--- config.mk ---
export PLATFORM = sky130hd
export DESIGN_NAME = gif_block_stream_parser_top_flat
export DESIGN_NICKNAME = d
export VERILOG_FILES = /design/src/rtl/gbsp_pkg.sv /design/src/rtl/gbsp_if.sv /design/src/rtl/gif_block_stream_parser_top.sv /design/src/rtl/gbsp_core.sv /design/src/flat_wrapper.sv
export SDC_FILE = /design/constraint.sdc
export NUM_CORES = 1
export LEC_CHECK = 0
export BUFFER_PORTS_ARGS = -buffer_cell sky130_fd_sc_hd__buf_2
export CAP_MARGIN = 20
export CORE_ASPECT_RATIO = 0.75
export CORE_UTILIZATION = 45
export CTS_CLUSTER_SIZE = 30
export DETAILED_ROUTE_END_ITERATION = 10
export PLACE_DENSITY = 0.64
export SLEW_MARGIN = 20
export SYNTH_ARGS = -nofsm -noshare
export SYNTH_HDL_FRONTEND = slang
export SYNTH_SLANG_ARGS = --single-unit
--- constraint.sdc ---
create_clock -name clock -period 6.6 [get_ports clock]
set_clock_uncertainty 0.2 [all_clocks]
set_input_delay 0.33 -clock clock [delete_from_list [all_inputs] [get_ports clock]]
set_output_delay 0.33 -clock clock [all_outputs]
set_load 0.1 [all_outputs]
--- src/rtl/gbsp_pkg.sv ---
// ----------------------------------------------------------------------------
// gbsp_pkg
// types, byte codes and small lookup functions of the gif block stream parser
// ----------------------------------------------------------------------------
package gbsp_pkg;

   typedef enum logic [3:0] {
      REGION_HEADER    = 4'd0,
      REGION_GLOBAL    = 4'd1,
      REGION_GCE       = 4'd2,
      REGION_LOOP_EXT  = 4'd3,
      REGION_OTHER_EXT = 4'd4,
      REGION_DESC      = 4'd5,
      REGION_LOCAL     = 4'd6,
      REGION_IMAGE     = 4'd7,
      REGION_TRAILER   = 4'd8,
      REGION_STRAY     = 4'd9,
      REGION_AFTER_END = 4'd10,
      REGION_BAD       = 4'd11
   } region_type;

   localparam logic [7:0] EXT_INTRO     = 8'h21;
   localparam logic [7:0] LABEL_GCE     = 8'hF9;
   localparam logic [7:0] LABEL_APP     = 8'hFF;
   localparam logic [7:0] IMAGE_SEP     = 8'h2C;
   localparam logic [7:0] TRAILER_BYTE  = 8'h3B;
   localparam logic [7:0] APP_ID_SIZE   = 8'h0B;
   localparam int         TABLE_FLAG    = 7;
   localparam logic [3:0] LOOP_ID_LEN   = 4'd11;

   typedef struct packed {
      logic [7:0] data_byte;
      logic       start_of_file;
   } req_type;

   typedef struct packed {
      logic [3:0]  region;
      logic [15:0] frame_number;
      logic        frame_start;
      logic        gce_valid;
      logic [2:0]  disposal;
      logic        transparent_flag;
      logic [7:0]  transparent_index;
      logic [15:0] delay_time;
      logic        loop_ext_found;
      logic        bad_signature;
      logic        end_seen;
   } rsp_type;

   function automatic logic [7:0] sig_byte(input logic [1:0] idx);
      logic [7:0] val;
      unique case (idx)
         2'd0:    val = 8'h47;
         2'd1:    val = 8'h49;
         default: val = 8'h46;
      endcase
      return val;
   endfunction

   function automatic logic [7:0] loop_id_byte(input logic [3:0] idx);
      logic [7:0] val;
      unique case (idx)
         4'd0:    val = 8'h4E;
         4'd1:    val = 8'h45;
         4'd2:    val = 8'h54;
         4'd3:    val = 8'h53;
         4'd4:    val = 8'h43;
         4'd5:    val = 8'h41;
         4'd6:    val = 8'h50;
         4'd7:    val = 8'h45;
         4'd8:    val = 8'h32;
         4'd9:    val = 8'h2E;
         default: val = 8'h30;
      endcase
      return val;
   endfunction

   // color table length in bytes from the size field of a packed byte
   function automatic logic [9:0] table_bytes(input logic [2:0] size_field);
      return 10'd3 << ({1'b0, size_field} + 4'd1);
   endfunction

endpackage

--- src/rtl/gbsp_if.sv ---
// ----------------------------------------------------------------------------
// gbsp_if
// valid/ready channels of the gif block stream parser
// ----------------------------------------------------------------------------
interface gbsp_req_if;
   logic       valid;
   logic       ready;
   logic [7:0] data_byte;
   logic       start_of_file;

   modport source (output valid, data_byte, start_of_file, input ready);
   modport sink   (input valid, data_byte, start_of_file, output ready);
endinterface

interface gbsp_rsp_if;
   logic        valid;
   logic        ready;
   logic [3:0]  region;
   logic [15:0] frame_number;
   logic        frame_start;
   logic        gce_valid;
   logic [2:0]  disposal;
   logic        transparent_flag;
   logic [7:0]  transparent_index;
   logic [15:0] delay_time;
   logic        loop_ext_found;
   logic        bad_signature;
   logic        end_seen;

   modport source (output valid, region, frame_number, frame_start, gce_valid, disposal,
                   transparent_flag, transparent_index, delay_time, loop_ext_found,
                   bad_signature, end_seen, input ready);
   modport sink   (input valid, region, frame_number, frame_start, gce_valid, disposal,
                   transparent_flag, transparent_index, delay_time, loop_ext_found,
                   bad_signature, end_seen, output ready);
endinterface

--- src/rtl/gif_block_stream_parser_top.sv ---
// ----------------------------------------------------------------------------
// gif_block_stream_parser_top
// gif byte stream parser: tags every byte with its block region and decodes
// graphics control extensions, loop extension and frame count
// ----------------------------------------------------------------------------
// One result transaction per byte. A byte is taken every cycle while req.ready
// is high and its result is registered. The parse decision is a
// single pass through the next-state logic of the parser core, so the rate is
// one byte per clock whenever the result side keeps up. A two-entry output
// stage (result register plus skid register) keeps req.ready high while one
// result waits; req.ready drops only when both entries are full.
module gif_block_stream_parser_top #(
   parameter int FRAME_COUNT_BITS = 16
) (
   input logic     clock,
   input logic     reset,
   gbsp_req_if.sink   req,
   gbsp_rsp_if.source rsp
);
   import gbsp_pkg::*;

   req_type req_data;
   rsp_type core_result;
   rsp_type rsp_data_ff, rsp_data_in;
   rsp_type skid_data_ff, skid_data_in;
   logic    rsp_valid_ff, rsp_valid_in;
   logic    skid_valid_ff, skid_valid_in;
   logic    accept;
   logic    slot_free;

   assign req_data.data_byte     = req.data_byte;
   assign req_data.start_of_file = req.start_of_file;
   assign req.ready              = !skid_valid_ff;
   assign accept                 = req.valid && !skid_valid_ff;
   assign slot_free              = !rsp_valid_ff || rsp.ready;

   gbsp_core #(
      .FRAME_COUNT_BITS(FRAME_COUNT_BITS)
   ) u_core (
      .clock    (clock),
      .reset    (reset),
      .accept   (accept),
      .req_data (req_data),
      .result   (core_result)
   );

   always_comb begin
      rsp_data_in   = rsp_data_ff;
      rsp_valid_in  = rsp_valid_ff;
      skid_data_in  = skid_data_ff;
      skid_valid_in = skid_valid_ff;
      if (slot_free) begin
         if (skid_valid_ff) begin
            rsp_data_in   = skid_data_ff;
            rsp_valid_in  = 1'b1;
            skid_valid_in = 1'b0;
         end else begin
            rsp_data_in  = core_result;
            rsp_valid_in = accept;
         end
      end else if (accept) begin
         skid_data_in  = core_result;
         skid_valid_in = 1'b1;
      end
   end

   always_ff @(posedge clock) begin
      if (reset) begin
         rsp_valid_ff  <= 1'b0;
         skid_valid_ff <= 1'b0;
      end else begin
         rsp_valid_ff  <= rsp_valid_in;
         skid_valid_ff <= skid_valid_in;
      end
   end

   always_ff @(posedge clock) begin
      rsp_data_ff  <= rsp_data_in;
      skid_data_ff <= skid_data_in;
   end

   assign rsp.valid             = rsp_valid_ff;
   assign rsp.region            = rsp_data_ff.region;
   assign rsp.frame_number      = rsp_data_ff.frame_number;
   assign rsp.frame_start       = rsp_data_ff.frame_start;
   assign rsp.gce_valid         = rsp_data_ff.gce_valid;
   assign rsp.disposal          = rsp_data_ff.disposal;
   assign rsp.transparent_flag  = rsp_data_ff.transparent_flag;
   assign rsp.transparent_index = rsp_data_ff.transparent_index;
   assign rsp.delay_time        = rsp_data_ff.delay_time;
   assign rsp.loop_ext_found    = rsp_data_ff.loop_ext_found;
   assign rsp.bad_signature     = rsp_data_ff.bad_signature;
   assign rsp.end_seen          = rsp_data_ff.end_seen;

endmodule

--- src/rtl/gbsp_core.sv ---
// ----------------------------------------------------------------------------
// gbsp_core
// parse state and next-state decision for one byte of the gif stream
// ----------------------------------------------------------------------------
module gbsp_core #(
   parameter int FRAME_COUNT_BITS = 16
) (
   input  logic             clock,
   input  logic             reset,
   input  logic             accept,
   input  gbsp_pkg::req_type req_data,
   output gbsp_pkg::rsp_type result
);
   import gbsp_pkg::*;

   localparam int FRAME_EXT_BITS = (FRAME_COUNT_BITS > 16) ? FRAME_COUNT_BITS : 16;

   typedef enum logic [17:0] {
      M_HDR   = 18'h00001,
      M_GTAB  = 18'h00002,
      M_TOP   = 18'h00004,
      M_LABEL = 18'h00008,
      M_GCE   = 18'h00010,
      M_APPSZ = 18'h00020,
      M_APPID = 18'h00040,
      M_OLEN  = 18'h00080,
      M_ODAT  = 18'h00100,
      M_LLEN  = 18'h00200,
      M_LDAT  = 18'h00400,
      M_DESC  = 18'h00800,
      M_LTAB  = 18'h01000,
      M_LZW   = 18'h02000,
      M_ILEN  = 18'h04000,
      M_IDAT  = 18'h08000,
      M_END   = 18'h10000,
      M_BAD   = 18'h20000
   } mode_type;

   mode_type                    mode_ff, mode_in, mode_cur;
   logic [9:0]                  byte_count_ff, byte_count_in, byte_count_cur;
   logic [9:0]                  table_length_ff, table_length_in, table_length_cur;
   logic [7:0]                  subblock_left_ff, subblock_left_in, subblock_left_cur;
   logic [7:0]                  screen_packed_ff, screen_packed_in, screen_packed_cur;
   logic [7:0]                  gce_packed_ff, gce_packed_in, gce_packed_cur;
   logic [7:0]                  delay_low_ff, delay_low_in, delay_low_cur;
   logic [7:0]                  delay_high_ff, delay_high_in, delay_high_cur;
   logic [7:0]                  gce_index_ff, gce_index_in, gce_index_cur;
   logic [3:0]                  tag_match_ff, tag_match_in, tag_match_cur;
   logic [FRAME_COUNT_BITS-1:0] frame_count_ff, frame_count_in, frame_count_cur;
   logic                        loop_flag_ff, loop_flag_in, loop_flag_cur;
   logic                        bad_flag_ff, bad_flag_in, bad_flag_cur;
   logic                        ended_flag_ff, ended_flag_in, ended_flag_cur;

   logic [7:0]                  b;
   logic [10:0]                 count_inc;
   logic [7:0]                  sub_dec;
   logic [3:0]                  app_pos;
   logic [FRAME_EXT_BITS-1:0]   frame_ext;
   region_type                  region;

   assign b = req_data.data_byte;

   always_comb begin
      // a start of file byte sees the reset state
      if (req_data.start_of_file) begin
         mode_cur          = M_HDR;
         byte_count_cur    = '0;
         table_length_cur  = '0;
         subblock_left_cur = '0;
         screen_packed_cur = '0;
         gce_packed_cur    = '0;
         delay_low_cur     = '0;
         delay_high_cur    = '0;
         gce_index_cur     = '0;
         tag_match_cur     = '0;
         frame_count_cur   = '0;
         loop_flag_cur     = 1'b0;
         bad_flag_cur      = 1'b0;
         ended_flag_cur    = 1'b0;
      end else begin
         mode_cur          = mode_ff;
         byte_count_cur    = byte_count_ff;
         table_length_cur  = table_length_ff;
         subblock_left_cur = subblock_left_ff;
         screen_packed_cur = screen_packed_ff;
         gce_packed_cur    = gce_packed_ff;
         delay_low_cur     = delay_low_ff;
         delay_high_cur    = delay_high_ff;
         gce_index_cur     = gce_index_ff;
         tag_match_cur     = tag_match_ff;
         frame_count_cur   = frame_count_ff;
         loop_flag_cur     = loop_flag_ff;
         bad_flag_cur      = bad_flag_ff;
         ended_flag_cur    = ended_flag_ff;
      end
   end

   always_comb begin
      mode_in          = mode_cur;
      byte_count_in    = byte_count_cur;
      table_length_in  = table_length_cur;
      subblock_left_in = subblock_left_cur;
      screen_packed_in = screen_packed_cur;
      gce_packed_in    = gce_packed_cur;
      delay_low_in     = delay_low_cur;
      delay_high_in    = delay_high_cur;
      gce_index_in     = gce_index_cur;
      tag_match_in     = tag_match_cur;
      frame_count_in   = frame_count_cur;
      loop_flag_in     = loop_flag_cur;
      bad_flag_in      = bad_flag_cur;
      ended_flag_in    = ended_flag_cur;

      region                   = REGION_STRAY;
      result.frame_start       = 1'b0;
      result.gce_valid         = 1'b0;
      result.disposal          = '0;
      result.transparent_flag  = 1'b0;
      result.transparent_index = '0;
      result.delay_time        = '0;

      count_inc = {1'b0, byte_count_cur} + 11'd1;
      sub_dec   = (subblock_left_cur != 8'd0) ? subblock_left_cur - 8'd1 : 8'd0;
      app_pos   = LOOP_ID_LEN - subblock_left_cur[3:0];

      unique case (mode_cur)
         M_HDR: begin
            region = REGION_HEADER;
            if (byte_count_cur < 10'd3 && b != sig_byte(byte_count_cur[1:0])) begin
               bad_flag_in = 1'b1;
               mode_in     = M_BAD;
               region      = REGION_BAD;
            end else if (byte_count_cur >= 10'd12) begin
               byte_count_in = '0;
               if (screen_packed_cur[TABLE_FLAG]) begin
                  table_length_in = table_bytes(screen_packed_cur[2:0]);
                  mode_in         = M_GTAB;
               end else begin
                  mode_in = M_TOP;
               end
            end else begin
               if (byte_count_cur == 10'd10) begin
                  screen_packed_in = b;
               end
               byte_count_in = count_inc[9:0];
            end
         end
         M_GTAB, M_LTAB: begin
            region        = (mode_cur == M_GTAB) ? REGION_GLOBAL : REGION_LOCAL;
            byte_count_in = count_inc[9:0];
            if (count_inc >= {1'b0, table_length_cur}) begin
               byte_count_in = '0;
               mode_in       = (mode_cur == M_GTAB) ? M_TOP : M_LZW;
            end
         end
         M_TOP: begin
            if (b == EXT_INTRO) begin
               region  = REGION_OTHER_EXT;
               mode_in = M_LABEL;
            end else if (b == IMAGE_SEP) begin
               region             = REGION_DESC;
               result.frame_start = 1'b1;
               if (!(&frame_count_cur)) begin
                  frame_count_in = frame_count_cur + 1'b1;
               end
               byte_count_in = 10'd1;
               mode_in       = M_DESC;
            end else if (b == TRAILER_BYTE) begin
               region        = REGION_TRAILER;
               ended_flag_in = 1'b1;
               mode_in       = M_END;
            end else begin
               region = REGION_STRAY;
            end
         end
         M_LABEL: begin
            if (b == LABEL_GCE) begin
               region        = REGION_GCE;
               byte_count_in = 10'd2;
               mode_in       = M_GCE;
            end else if (b == LABEL_APP) begin
               region  = REGION_OTHER_EXT;
               mode_in = M_APPSZ;
            end else begin
               region  = REGION_OTHER_EXT;
               mode_in = M_OLEN;
            end
         end
         M_GCE: begin
            region = REGION_GCE;
            if (byte_count_cur == 10'd3) begin
               gce_packed_in = b;
            end else if (byte_count_cur == 10'd4) begin
               delay_low_in = b;
            end else if (byte_count_cur == 10'd5) begin
               delay_high_in = b;
            end else if (byte_count_cur == 10'd6) begin
               gce_index_in = b;
            end
            if (byte_count_cur >= 10'd7) begin
               result.gce_valid         = 1'b1;
               result.disposal          = gce_packed_cur[4:2];
               result.transparent_flag  = gce_packed_cur[0];
               result.transparent_index = gce_packed_cur[0] ? gce_index_cur : 8'd0;
               result.delay_time        = {delay_high_cur, delay_low_cur};
               byte_count_in            = '0;
               mode_in                  = M_TOP;
            end else begin
               byte_count_in = count_inc[9:0];
            end
         end
         M_APPSZ: begin
            region = REGION_OTHER_EXT;
            if (b == APP_ID_SIZE) begin
               subblock_left_in = APP_ID_SIZE;
               tag_match_in     = '0;
               mode_in          = M_APPID;
            end else if (b == 8'd0) begin
               mode_in = M_TOP;
            end else begin
               subblock_left_in = b;
               mode_in          = M_ODAT;
            end
         end
         M_APPID: begin
            region = REGION_OTHER_EXT;
            if (subblock_left_cur != 8'd0 && subblock_left_cur <= APP_ID_SIZE
                && tag_match_cur == app_pos && b == loop_id_byte(app_pos)) begin
               tag_match_in = tag_match_cur + 4'd1;
            end
            subblock_left_in = sub_dec;
            if (sub_dec == 8'd0) begin
               if (tag_match_in == LOOP_ID_LEN) begin
                  loop_flag_in = 1'b1;
                  region       = REGION_LOOP_EXT;
                  mode_in      = M_LLEN;
               end else begin
                  mode_in = M_OLEN;
               end
            end
         end
         M_OLEN, M_LLEN, M_ILEN: begin
            unique case (mode_cur)
               M_OLEN:  region = REGION_OTHER_EXT;
               M_LLEN:  region = REGION_LOOP_EXT;
               default: region = REGION_IMAGE;
            endcase
            if (b == 8'd0) begin
               mode_in = M_TOP;
            end else begin
               subblock_left_in = b;
               unique case (mode_cur)
                  M_OLEN:  mode_in = M_ODAT;
                  M_LLEN:  mode_in = M_LDAT;
                  default: mode_in = M_IDAT;
               endcase
            end
         end
         M_ODAT, M_LDAT, M_IDAT: begin
            unique case (mode_cur)
               M_ODAT:  region = REGION_OTHER_EXT;
               M_LDAT:  region = REGION_LOOP_EXT;
               default: region = REGION_IMAGE;
            endcase
            subblock_left_in = sub_dec;
            if (sub_dec == 8'd0) begin
               unique case (mode_cur)
                  M_ODAT:  mode_in = M_OLEN;
                  M_LDAT:  mode_in = M_LLEN;
                  default: mode_in = M_ILEN;
               endcase
            end
         end
         M_DESC: begin
            region = REGION_DESC;
            if (byte_count_cur >= 10'd9) begin
               byte_count_in = '0;
               if (b[TABLE_FLAG]) begin
                  table_length_in = table_bytes(b[2:0]);
                  mode_in         = M_LTAB;
               end else begin
                  mode_in = M_LZW;
               end
            end else begin
               byte_count_in = count_inc[9:0];
            end
         end
         M_LZW: begin
            region  = REGION_IMAGE;
            mode_in = M_ILEN;
         end
         M_END: begin
            region = REGION_AFTER_END;
         end
         default: begin
            region = REGION_BAD;
         end
      endcase

      frame_ext             = FRAME_EXT_BITS'(frame_count_in);
      result.region         = region;
      result.frame_number   = frame_ext[15:0];
      result.loop_ext_found = loop_flag_in;
      result.bad_signature  = bad_flag_in;
      result.end_seen       = ended_flag_in;
   end

   always_ff @(posedge clock) begin
      if (reset) begin
         mode_ff          <= M_HDR;
         byte_count_ff    <= '0;
         table_length_ff  <= '0;
         subblock_left_ff <= '0;
         screen_packed_ff <= '0;
         gce_packed_ff    <= '0;
         delay_low_ff     <= '0;
         delay_high_ff    <= '0;
         gce_index_ff     <= '0;
         tag_match_ff     <= '0;
         frame_count_ff   <= '0;
         loop_flag_ff     <= 1'b0;
         bad_flag_ff      <= 1'b0;
         ended_flag_ff    <= 1'b0;
      end else if (accept) begin
         mode_ff          <= mode_in;
         byte_count_ff    <= byte_count_in;
         table_length_ff  <= table_length_in;
         subblock_left_ff <= subblock_left_in;
         screen_packed_ff <= screen_packed_in;
         gce_packed_ff    <= gce_packed_in;
         delay_low_ff     <= delay_low_in;
         delay_high_ff    <= delay_high_in;
         gce_index_ff     <= gce_index_in;
         tag_match_ff     <= tag_match_in;
         frame_count_ff   <= frame_count_in;
         loop_flag_ff     <= loop_flag_in;
         bad_flag_ff      <= bad_flag_in;
         ended_flag_ff    <= ended_flag_in;
      end
   end

endmodule

--- src/flat_wrapper.sv ---
// flat-port wrapper written by rule: the top's interface ports become plain ports
module gif_block_stream_parser_top_flat import gbsp_pkg::*;
#(
   parameter int FRAME_COUNT_BITS = 16
)
  (clock, reset, req_valid, req_data_byte, req_start_of_file, req_ready, rsp_valid, rsp_region, rsp_frame_number, rsp_frame_start, rsp_gce_valid, rsp_disposal, rsp_transparent_flag, rsp_transparent_index, rsp_delay_time, rsp_loop_ext_found, rsp_bad_signature, rsp_end_seen, rsp_ready);
  gbsp_req_if req_i ();
  gbsp_rsp_if rsp_i ();
  input logic clock;
  input logic reset;
  input wire logic [$bits(req_i.valid)-1:0] req_valid;
  input wire logic [$bits(req_i.data_byte)-1:0] req_data_byte;
  input wire logic [$bits(req_i.start_of_file)-1:0] req_start_of_file;
  output wire logic [$bits(req_i.ready)-1:0] req_ready;
  output wire logic [$bits(rsp_i.valid)-1:0] rsp_valid;
  output wire logic [$bits(rsp_i.region)-1:0] rsp_region;
  output wire logic [$bits(rsp_i.frame_number)-1:0] rsp_frame_number;
  output wire logic [$bits(rsp_i.frame_start)-1:0] rsp_frame_start;
  output wire logic [$bits(rsp_i.gce_valid)-1:0] rsp_gce_valid;
  output wire logic [$bits(rsp_i.disposal)-1:0] rsp_disposal;
  output wire logic [$bits(rsp_i.transparent_flag)-1:0] rsp_transparent_flag;
  output wire logic [$bits(rsp_i.transparent_index)-1:0] rsp_transparent_index;
  output wire logic [$bits(rsp_i.delay_time)-1:0] rsp_delay_time;
  output wire logic [$bits(rsp_i.loop_ext_found)-1:0] rsp_loop_ext_found;
  output wire logic [$bits(rsp_i.bad_signature)-1:0] rsp_bad_signature;
  output wire logic [$bits(rsp_i.end_seen)-1:0] rsp_end_seen;
  input wire logic [$bits(rsp_i.ready)-1:0] rsp_ready;
  assign req_i.valid = req_valid;
  assign req_i.data_byte = req_data_byte;
  assign req_i.start_of_file = req_start_of_file;
  assign req_ready = req_i.ready;
  assign rsp_valid = rsp_i.valid;
  assign rsp_region = rsp_i.region;
  assign rsp_frame_number = rsp_i.frame_number;
  assign rsp_frame_start = rsp_i.frame_start;
  assign rsp_gce_valid = rsp_i.gce_valid;
  assign rsp_disposal = rsp_i.disposal;
  assign rsp_transparent_flag = rsp_i.transparent_flag;
  assign rsp_transparent_index = rsp_i.transparent_index;
  assign rsp_delay_time = rsp_i.delay_time;
  assign rsp_loop_ext_found = rsp_i.loop_ext_found;
  assign rsp_bad_signature = rsp_i.bad_signature;
  assign rsp_end_seen = rsp_i.end_seen;
  assign rsp_i.ready = rsp_ready;
  gif_block_stream_parser_top #(.FRAME_COUNT_BITS(FRAME_COUNT_BITS)) u_core (.clock(clock), .reset(reset), .req(req_i), .rsp(rsp_i));
endmodule
==> results.toml <==
[outcome]
status = "completed"

[die]
num_io_pins = 68
core.rowCount = 49
dieArea_mm2 = 0.02530
die_y_um = 138.0
coreArea_mm2 = 0.02409
die_w_um = 183.3
start_util_pct = 46.06

[timing]
fin_setup_tns_ns = 0
relSlewSlack_pct = 32.39
hold_viol = 0
hold_slack_ns = 0.02106
setup-violations-final = 0
slew_viol_final = 0
worst_pin_slew_ns = 1.014
finalCriticalPeriod_ns = 4.638
period_share_pct = 70.28
rsz0062_at_grt = "no"
fmax_mhz = 215.6

[setup_path]
critical_path.max_fanout = 9
cp_slowest_cell = "or4b_1"
r2r_cells = 14
cp.required_ns = 6.81
critPathKind = "reg -> reg"
critical_path.endpoint_type = "flip-flop"
start_kind = "flip-flop"
reg2reg_setup_slack_ns = 1.96
cp_cell_sequence = "nor2b_1, ha_1, and4_1, nand3_1, xor2_1, nor2_1, ha_1, o21a_1, o21ai_0, o221ai_1, or3b_1, or4b_1, a21o_1, a22o_1"
crit_arrival_ns = 4.85
cp.depth = 14
slowest_delay_ns = 0.61
cpMostUsedCell = "ha_1"
crit_family = "simple AND/OR/NAND/NOR gates"
path_buf_inv = 0

[global_routing]
first_global_vias = 8552
grt_max_degree = 76
grt_pass1_wl_um = 49060
grt_usage_pct = 24.59
antenna_found_initial = 0
grt_overflow = 0

[yosys]
syn-num-nets = 1183
async_reset_ff_share_pct = 0
synth-seq-cells = 209
synthDistinctLibCells = 79
synth_flop_cell = "edfxtp_1"
ys_seq_area_share_pct = 47.26
syn_inst = 1146
syn_area_mm2 = 0.01110
ys_warn_count = 0
synth_edf_count = 106
avgSynthCellArea_um2 = 9.684

[route]
top_layer = "met4"
wl_met2_um = 12710
vias_per_cell = 6.007
drt-total-wl_um = 30850
vias = 9166
firstDrtPassIters = 5
ant_nets = 0
remaining_drc_errors = 0
wl_per_cell_um = 20.22
met1_length_um = 15020
drtIter0Drc = 985
wl_met3_um = 2455

[layout]
drive_above_1_share_pct = 15.90
antenna_cells = 0
finish.utilization_pct = 51.51
final_common_cell = "nor2_1"
instances_no_fill = 1526
regArea_mm2 = 0.005245
synthToLayoutAreaGrowth_pct = 11.83
fill_cells = 2238
layout_common_cells = "nor2_1, edfxtp_1, dfxtp_1"
multiInputGateArea_mm2 = 0.005524
final_nets = 1216

[placed_design]
hpwl_um = 21160
place_inst = 1486
port-buffer-count = 67
gp_congestion = 0.9570

[power_and_ir_drop]
switchingPower_uw = 845.7
p_clk_share_pct = 41.2
p_comb_share_pct = 12.3
seq_power_share_pct = 46.5
power_density_mw_per_mm2 = 245.1
swShare_pct = 27.80
p_int_uw = 2196
irDropWorstVdd_mv = 0.1642
p_leak_uw = 0.004760

[hold_path]
hp-class = "in -> reg"
worstHoldPathCells = 3

[cts]
cts_tree = "yes"
clk_latency_ns = 0.51
htreeDepth = 1
hold_buffers = 0
clockBufferDepth = 3
path_clk_slew_ns = 0.07
root_buffer = "clkbuf_16"
clock_sink_count = 209
cts_made_buffers = 22
ctsResizeCount = 0
postCtsSetupBuffers = 0

[run]
drv_cap = 0
-- kinds of logic after synthesis --
family	count (synthesis)	synth area share [%]
compound gates	268	16.32
xor+xnor	32	2.525
fa+ha+maj	24	2.706
buf+inv	90	3.258
flops	209	47.26
mux	50	4.994
simple gates	473	22.93
-- power by group through the flow --
stage                     Combinational, uW  Sequential, uW  Clock (uW)
after detailed placement                369            1440           0
after CTS                               371            1410        1270
after floorplan                         127            1600           0
final                                   374            1410        1250
after global routing                    391            1420        1330
after global placement                  369            1440           0
-- synth_stat cells, types with 17 or more instances --
library cell | number | area [um2]
a21oi_1 | 53 | 265.3
a22o_1 | 25 | 219.0
a22oi_1 | 24 | 180.2
and2_1 | 25 | 156.4
and3_1 | 28 | 175.2
clkbuf_1 | 49 | 183.9
dfxtp_1 | 103 | 2062
edfxtp_1 | 106 | 3183
ha_1 | 24 | 300.3
inv_1 | 17 | 63.81
mux2_2 | 43 | 484.2
nand2_1 | 97 | 364.1
nand2b_1 | 17 | 106.4
nand3_1 | 26 | 130.1
nand4_1 | 25 | 156.4
nor2_1 | 120 | 450.4
nor2b_1 | 28 | 175.2
nor3_1 | 32 | 160.2
o21ai_0 | 56 | 280.3
xor2_1 | 17 | 148.9
-- final cells by class --
cell class / instances / share of cell area [%]
Sequential cell: 209 / 42.26
Inverter: 21 / 0.6351
Timing Repair Buffer: 78 / 3.367
Clock inverter: 11 / 0.9981
Clock buffer: 29 / 4.890
Tap cell: 331 / 3.337
Multi-Input combinational cell: 847 / 44.51
-- worst paths after layout --
path / startpoint / end
setup / recovery: u_core.u_core.byte_count_ff[0] / u_core.u_core.mode_ff[12]
setup reg to reg: u_core.u_core.byte_count_ff[0] / u_core.u_core.mode_ff[12]
hold / removal: req_valid / u_core.skid_valid_ff
hold reg to reg: u_core.u_core.bad_flag_ff / u_core.u_core.bad_flag_ff
-- registers in the layout (all words and copies together) (netlist names), 3 cells and up --
name,flops
u_core.rsp.delay_time,16
u_core.u_core.gce_index_ff,8
u_core.u_core.gce_packed_ff,4
u_core.u_core.table_length_ff,10
u_core.u_core.byte_count_ff,10
u_core.u_core.screen_packed_ff,4
u_core.u_core.mode_ff,18
u_core.rsp.transparent_index,8
u_core.u_core.frame_count_ff,16
u_core.rsp.frame_number,16
u_core.rsp.region,4
u_core.skid_data_ff,53
u_core.u_core.delay_high_ff,8
u_core.rsp.disposal,3
u_core.u_core.delay_low_ff,8
u_core.u_core.subblock_left_ff,8
u_core.u_core.tag_match_ff,4
-- metal layers --
metal,GRT usage (%),vias up
met1,38.39,4424
met4,6.140,0
met3,4.110,47
met5,0,-
li1,-,4338
met2,34.82,357
-- worst register-to-register path, delay by kind of cell, from the launching register on --
| family | cells | cell delay (ns) |
|---|---|---|
| XOR/XNOR | 1 | 0.16 |
| adder cells (fa/ha/maj) | 2 | 0.74 |
| AND/OR/NAND/NOR | 6 | 2.06 |
| flip-flops | 1 | 0.42 |
| AO/OA/AOI/OAI | 5 | 0.99 |
-- stage by stage --
stage	area [um2]	total power, uW	setup WS [ns]
2_1_floorplan	11100	1730	1.084
3_3_place_gp	11660	1810	2.100
3_5_place_dp	11670	1812	2.011
4_1_cts	12410	3059	2.057
5_1_grt	12410	3137	1.762
6_report	12410	3042	1.962
(Power assumes the default switching activity.)
